### config.mk
export PLATFORM = sky130hd
export DESIGN_NAME = bounded_deque_shift_core
export DESIGN_NICKNAME = d
export VERILOG_FILES = /design/src/bdq_pkg.sv /design/src/bdq_cell.sv /design/src/bounded_deque_shift_core.sv
export SDC_FILE = /design/constraint.sdc
export NUM_CORES = 2
export LEC_CHECK = 0
export BUFFER_PORTS_ARGS = -buffer_cell sky130_fd_sc_hd__clkbuf_2
export CAP_MARGIN = 30
export CORE_MARGIN = 2
export CORE_UTILIZATION = 30
export DETAILED_ROUTE_END_ITERATION = 10
export PLACE_DENSITY = 0.52
export SLEW_MARGIN = 20
export SYNTH_ARGS = -nofsm -noshare
export SYNTH_HDL_FRONTEND = slang
export SYNTH_SLANG_ARGS = --single-unit
### constraint.sdc
create_clock -name clk -period 7.3 [get_ports clk]
set_input_delay 1.46 -clock clk [delete_from_list [all_inputs] [get_ports clk]]
set_output_delay 1.46 -clock clk [all_outputs]
set_load 0.1 [all_outputs]
### src/bdq_pkg.sv
// Shared types and constants for the bounded deque.
package bdq_pkg;

  localparam int DEPTH_DEF    = 16;
  localparam int ID_WIDTH_DEF = 32;

  typedef enum logic [1:0] {
    MODE_PUSH_TAIL = 2'd0,
    MODE_POP_HEAD  = 2'd1,
    MODE_PUSH_HEAD = 2'd2,
    MODE_POP_TAIL  = 2'd3
  } mode_t;

  typedef enum logic [1:0] {
    ST_OK        = 2'd0,
    ST_OVERFLOW  = 2'd1,
    ST_UNDERFLOW = 2'd2
  } status_t;

  // Per-cell command for one cycle.
  typedef enum logic [2:0] {
    CMD_HOLD      = 3'd0,
    CMD_LOAD      = 3'd1,
    CMD_CLEAR     = 3'd2,
    CMD_TAKE_PREV = 3'd3,  // shift toward tail
    CMD_TAKE_NEXT = 3'd4   // shift toward head
  } cell_cmd_t;

  typedef struct packed {
    cell_cmd_t cmd;
    logic      rd_sel;     // drive contents onto the read tap
  } cell_ctrl_t;

endpackage

### src/bdq_cell.sv
// One storage cell of the deque shift chain.
module bdq_cell #(
  parameter int ID_WIDTH = bdq_pkg::ID_WIDTH_DEF
) (
  input  logic                clk,
  input  logic                rst_n,
  input  bdq_pkg::cell_ctrl_t ctrl,
  input  logic [ID_WIDTH-1:0] load_data,
  input  logic [ID_WIDTH-1:0] prev_data,
  input  logic [ID_WIDTH-1:0] next_data,
  output logic [ID_WIDTH-1:0] data,
  output logic [ID_WIDTH-1:0] tap
);
  import bdq_pkg::*;

  logic [ID_WIDTH-1:0] data_r;
  logic [ID_WIDTH-1:0] data_nxt;

  always_comb begin
    unique case (ctrl.cmd)
      CMD_HOLD:      data_nxt = data_r;
      CMD_LOAD:      data_nxt = load_data;
      CMD_CLEAR:     data_nxt = '0;
      CMD_TAKE_PREV: data_nxt = prev_data;
      CMD_TAKE_NEXT: data_nxt = next_data;
      default:       data_nxt = data_r;
    endcase
  end

  always_ff @(posedge clk) begin
    if (!rst_n) begin
      data_r <= '0;
    end else begin
      data_r <= data_nxt;
    end
  end

  assign data = data_r;
  assign tap  = ctrl.rd_sel ? data_r : '0;

endmodule

### src/bounded_deque_shift_core.sv
// Top level: bounded double-ended queue built as a chain of shift cells.
//
//  channel | direction | handshake           | payload
//  --------+-----------+---------------------+----------------------------------------
//  in      | input     | in_valid / in_ready | in_mode, in_item_id
//  out     | output    | out_valid/out_ready | out_popped_id, out_slot_used,
//          |           |                     | out_occupancy, out_status
//
// One operation per cycle while the output is not stalled: a transfer on the
// input updates the addressed cells and the occupancy count at that edge, and
// its result is captured in the output register at that same edge. Input is
// taken whenever the output register is empty or being drained, so a stalled
// result holds the input off only while it waits.
// Synchronous active-low reset clears all cells, the count and out_valid.
module bounded_deque_shift_core #(
  parameter  int DEPTH    = bdq_pkg::DEPTH_DEF,
  parameter  int ID_WIDTH = bdq_pkg::ID_WIDTH_DEF,
  localparam int SLOT_W   = $clog2(DEPTH),
  localparam int CNT_W    = $clog2(DEPTH + 1)
) (
  input  logic                clk,
  input  logic                rst_n,
  input  logic                in_valid,
  output logic                in_ready,
  input  logic [1:0]          in_mode,
  input  logic [ID_WIDTH-1:0] in_item_id,
  output logic                out_valid,
  input  logic                out_ready,
  output logic [ID_WIDTH-1:0] out_popped_id,
  output logic [SLOT_W-1:0]   out_slot_used,
  output logic [CNT_W-1:0]    out_occupancy,
  output logic [1:0]          out_status
);
  import bdq_pkg::*;

  // Control
  logic             fire;
  mode_t            mode;
  logic             full;
  logic             empty;
  logic [CNT_W-1:0] count_r;
  logic [CNT_W-1:0] count_nxt;
  logic             out_valid_r;

  // Result register
  logic [ID_WIDTH-1:0] popped_r;
  logic [ID_WIDTH-1:0] popped_nxt;
  logic [SLOT_W-1:0]   slot_r;
  logic [SLOT_W-1:0]   slot_nxt;
  status_t             status_r;
  status_t             status_nxt;
  logic [CNT_W-1:0]    occ_r;

  // Chain wiring
  cell_ctrl_t          ctrl    [DEPTH];
  logic [ID_WIDTH-1:0] cell_q  [DEPTH];
  logic [ID_WIDTH-1:0] cell_tap[DEPTH];
  logic [ID_WIDTH-1:0] prev_d  [DEPTH];
  logic [ID_WIDTH-1:0] next_d  [DEPTH];
  logic [ID_WIDTH-1:0] tap_or;

  assign in_ready = !out_valid_r || out_ready;
  assign fire     = in_valid && in_ready;
  assign mode     = mode_t'(in_mode);
  assign full     = (count_r == CNT_W'(DEPTH));
  assign empty    = (count_r == '0);

  // Per-cell commands. Tail-side ops load or clear only the cell at the tail
  // boundary; head-side ops move the whole row one place, a head push loading cell 0.
  always_comb begin
    for (int i = 0; i < DEPTH; i++) begin
      ctrl[i].cmd    = CMD_HOLD;
      ctrl[i].rd_sel = (mode == MODE_POP_HEAD) ? (i == 0)
                                               : (count_r == CNT_W'(i + 1));
      if (fire) begin
        unique case (mode)
          MODE_PUSH_TAIL: begin
            if (!full && (count_r == CNT_W'(i))) ctrl[i].cmd = CMD_LOAD;
          end
          MODE_POP_HEAD: begin
            if (!empty) ctrl[i].cmd = CMD_TAKE_NEXT;
          end
          MODE_PUSH_HEAD: begin
            if (!full) ctrl[i].cmd = (i == 0) ? CMD_LOAD : CMD_TAKE_PREV;
          end
          MODE_POP_TAIL: begin
            if (!empty && (count_r == CNT_W'(i + 1))) ctrl[i].cmd = CMD_CLEAR;
          end
        endcase
      end
    end
  end

  // Cell row; the ends see zero beyond the last slot.
  for (genvar g = 0; g < DEPTH; g++) begin : g_cell
    if (g == 0) begin : g_head
      assign prev_d[g] = '0;
    end else begin : g_mid_p
      assign prev_d[g] = cell_q[g-1];
    end
    if (g == DEPTH - 1) begin : g_tail
      assign next_d[g] = '0;
    end else begin : g_mid_n
      assign next_d[g] = cell_q[g+1];
    end

    bdq_cell #(
      .ID_WIDTH(ID_WIDTH)
    ) u_cell (
      .clk      (clk),
      .rst_n    (rst_n),
      .ctrl     (ctrl[g]),
      .load_data(in_item_id),
      .prev_data(prev_d[g]),
      .next_data(next_d[g]),
      .data     (cell_q[g]),
      .tap      (cell_tap[g])
    );
  end

  // One-hot read select: at most one tap is nonzero.
  always_comb begin
    tap_or = '0;
    for (int i = 0; i < DEPTH; i++) begin
      tap_or = tap_or | cell_tap[i];
    end
  end

  // Result and count update
  always_comb begin
    count_nxt  = count_r;
    status_nxt = ST_OK;
    slot_nxt   = '0;
    popped_nxt = '0;
    unique case (mode)
      MODE_PUSH_TAIL: begin
        if (full) begin
          status_nxt = ST_OVERFLOW;
        end else begin
          slot_nxt  = count_r[SLOT_W-1:0];
          count_nxt = count_r + CNT_W'(1);
        end
      end
      MODE_PUSH_HEAD: begin
        if (full) begin
          status_nxt = ST_OVERFLOW;
        end else begin
          count_nxt = count_r + CNT_W'(1);
        end
      end
      MODE_POP_HEAD, MODE_POP_TAIL: begin
        if (empty) begin
          status_nxt = ST_UNDERFLOW;
        end else begin
          popped_nxt = tap_or;
          count_nxt  = count_r - CNT_W'(1);
        end
      end
    endcase
  end

  always_ff @(posedge clk) begin
    if (!rst_n) begin
      count_r     <= '0;
      out_valid_r <= 1'b0;
    end else begin
      if (fire) begin
        count_r <= count_nxt;
      end
      if (in_ready) begin
        out_valid_r <= in_valid;
      end
    end
  end

  always_ff @(posedge clk) begin
    if (fire) begin
      popped_r <= popped_nxt;
      slot_r   <= slot_nxt;
      status_r <= status_nxt;
      occ_r    <= count_nxt;
    end
  end

  assign out_valid     = out_valid_r;
  assign out_popped_id = popped_r;
  assign out_slot_used = slot_r;
  assign out_occupancy = occ_r;
  assign out_status    = status_r;

endmodule

==> key figures <==
Run status
  – Status: finished, final reports clean

Place
  – RePlAce Congestion: 0.854
  – Port Buffer Count: 82
  – DP Wirelength: around 86000 um
  – Area after DPL: 31300 um2
  – Number of cells after detailed placement: between 4000 and 5000

Synth
  – Yosys top cell area share: 34.9%
  – Post-synth EDFFs: 43
  – Most common cell in the netlist: a22oi_1
  – FFs w/ async S/R, synth: 0%
  – Synth top area cells: dfxtp_1, a22oi_1, o31ai_1
  – Yosys cell types: 80
  – Flops & latches, synth: 561
  – Top cells by count, synth: a22oi_1, dfxtp_1, o21ai_0, a21oi_1, clkbuf_1
  – Main synth FF type: dfxtp_1
  – Mapped cell area: a little under 30000 um2
  – Avg Synthesized Cell Area: 8.42 um2
  – Post-synthesis sequential area ratio: 39.2%
  – Cells after Synth: between 3000 and 4000
  – Biggest area consumer among synthesized cells: dfxtp_1
  – Synth warn: 0
  – Mapped Nets: 3574

Timing
  – Slew @ Worst Pin: 1.07 ns
  – Final setup TNS: 0 ns
  – Max_slew headroom: around 29%
  – RSZ-0062 raised after global routing: no
  – Final Max Tran Viols: 0
  – Hold Vio Cnt, Final: 0
  – Fin crit period: 4.62 ns
  – Skew final: 0.0401 ns
  – Final setup viols: 0
  – F_max: 0.216 GHz
  – Tcrit/Tclk final: 63.3%

Global route
  – Vias in the first global route: around 31000
  – Total GRT Usage: between 20% and 30%
  – Largest net degree at the start of global routing: 189
  – First-pass GRT wire length: 224000 um
  – Grt ovf: 0
  – Initial antenna violation count: 10

Clocking
  – # H-tree levels: 3
  – Hold buffers post-CTS: 0
  – CTS tree: done
  – Clk slew on worst S/H paths: 0.06 ns
  – Clock root cell: clkbuf_16
  – Num CTS Buffers: 67
  – Clock tree buffer depth: 3
  – Cts repair resizes: 0
  – Sink Count: 561
  – Worst-Skew Late Latency: between 0.6 and 0.7 ns
  – Setup bufs post-CTS: 0

Drt
  – Wire length on met2: 66600 um
  – Max Used Layer: met5
  – Violation count after the first detailed-route iteration: 6261
  – Routed len/inst: 33.4 um
  – Via density: 7.06
  – Routed WL: 156000 um
  – Met1 wire length: between 60000 and 70000 um
  – TritonRoute pass-1 iters: 7
  – DRC errors left: 0
  – Antenna-violating nets left: 0
  – WL met3: 18600 um
  – DR vias: between 30000 and 40000

Critical path
  – Required @ worst endpoint: between 7 and 8 ns
  – Worst EP arrival: 5.07 ns
  – Crit. End Element: register
  – CP cell instances: clkbuf_2, nand2b_2, a22oi_2, o21a_2, or2_2, a21oi_1
  – CP Launch Type: input pin
  – Slowest-stage cell, CP: o21a_2
  – CP max FO: 33
  – Critical path class: in2reg
  – Slowest stage delay, CP: 0.85 ns

Floorplan
  – Die X-Extent: 319 um
  – Total core area: 98300 um2
  – Die H: 319 um
  – Die footprint: 102000 um2
  – Io pins: just over 80
  – Initial core utilization: between 30 and 40%
  – Row cnt: 115

Pwr
  – PD cells: roughly 280 nW/um2
  – P_leak: 11.4 nW
  – Maximum vdd drop: 135 uV

Hold path
  – Worst hold path type: reg2reg

Cells and area
  – Post-layout util: 34.2%
  – Finished Cell Area: 33600 um2
  – Layout cell share with drive strength beyond 1: 11.3%
  – P&R area growth vs syn: 13.0%
  – Nets: 3370
  – Fin cells: 4664

Run
  – Max Cap Viol: 0
[worst max-delay path: cells and delay by family]
| family | cells | cell delay [ns] |
|---|---|---|
| AO/OA/AOI/OAI | 3 | 1.79 |
| buffers and inverters | 1 | 0.49 |
| AND/OR/NAND/NOR | 2 | 1.24 |
[kinds of logic after synthesis]
kind of cell	count (synthesis)	synth area share, %
buffers and inverters	469	6.26
muxes	25	0.842
adders and majority gates	6	0.252
DFF	561	39.2
AOI/OAI and AO/OA	2055	45.9
and+or+nand+nor	410	7.39
xor gates and xnor gates	4	0.118
[through the flow]
step                power (mW)  worst slack (ns)  hold slack (ns)
global route              9.61              2.55            0.515
global placement          5.81              2.32            0.482
finish                    9.36              2.68            0.495
detailed placement        5.84              2.20            0.485
floorplan                 5.00              2.52            0.454
CTS                       9.26              2.84            0.493
[report_power, final]
group	internal, mW	switching (mW)	total, mW	leakage, nW
logic	0.542	1.44	1.98	5.61
clock network	2.02	1.45	3.47	1.08
registers	3.47	0.444	3.91	4.70
total	6.03	3.33	9.36	11.4
[final cells by class]
cell class	count	area [um2]
inverter	9	36.3
clock inverter	18	199
multi-input combinational	2500	16600
sequential	561	11700
fill	10100	64700
antenna	2	5.00
tap	1287	1610
clock buffer	100	1980
timing repair buffer	187	1490
[flip-flops by register name, indices dropped and copies added, names as in the netlist]
name / count
g_cell.u_cell.data: 512
out_valid: 1
out_occupancy: 5
out_status: 2
out_popped_id: 32
out_slot_used: 4
count_r: 5
[path summary, 6_finish.rpt]
check	slack, ns	cells past startpoint	to	start
worst max-delay path	2.68	6	g_cell[2].u_cell.data[3]$_SDFFE_PN0P_	in_mode[0]
worst min register to register	0.50	2	g_cell[0].u_cell.data[30]$_SDFFE_PN0P_	g_cell[1].u_cell.data[30]$_SDFFE_PN0P_
worst max register to register	2.72	9	g_cell[12].u_cell.data[1]$_SDFFE_PN0P_	count_r[0]$_SDFFE_PN0P_
worst min-delay path	0.50	2	g_cell[0].u_cell.data[30]$_SDFFE_PN0P_	g_cell[1].u_cell.data[30]$_SDFFE_PN0P_
[metal layers]
metal | track usage [%] | up-vias
li1 | - | 13700
met1 | 39.5 | 16200
met2 | 43.2 | 2442
met3 | 7.27 | 540
met4 | 14.9 | 16
met5 | 0 | -
[placed cells by master (no fill, tap or decap), types with 29 or more instances in the layout]
| cell | netlist | routed |
|---|---|---|
| and3_1 | 34 | 29 |
| dfxtp_1 | 518 | 518 |
| clkbuf_2 | 1 | 81 |
| o21ai_0 | 443 | 441 |
| nand4_1 | 48 | 48 |
| a21oi_1 | 402 | 399 |
| a221oi_1 | 46 | 46 |
| edfxtp_1 | 43 | 43 |
| o31ai_1 | 352 | 352 |
| or3_1 | 33 | 32 |
| nor2_1 | 96 | 78 |
| o21ai_1 | 42 | 37 |
| buf_4 | 4 | 86 |
| a31oi_1 | 37 | 37 |
| nand2_1 | 90 | 89 |
| clkbuf_16 | 0 | 69 |
| a22oi_1 | 522 | 522 |
| a222oi_1 | 120 | 120 |
(Power assumes the default switching activity.)
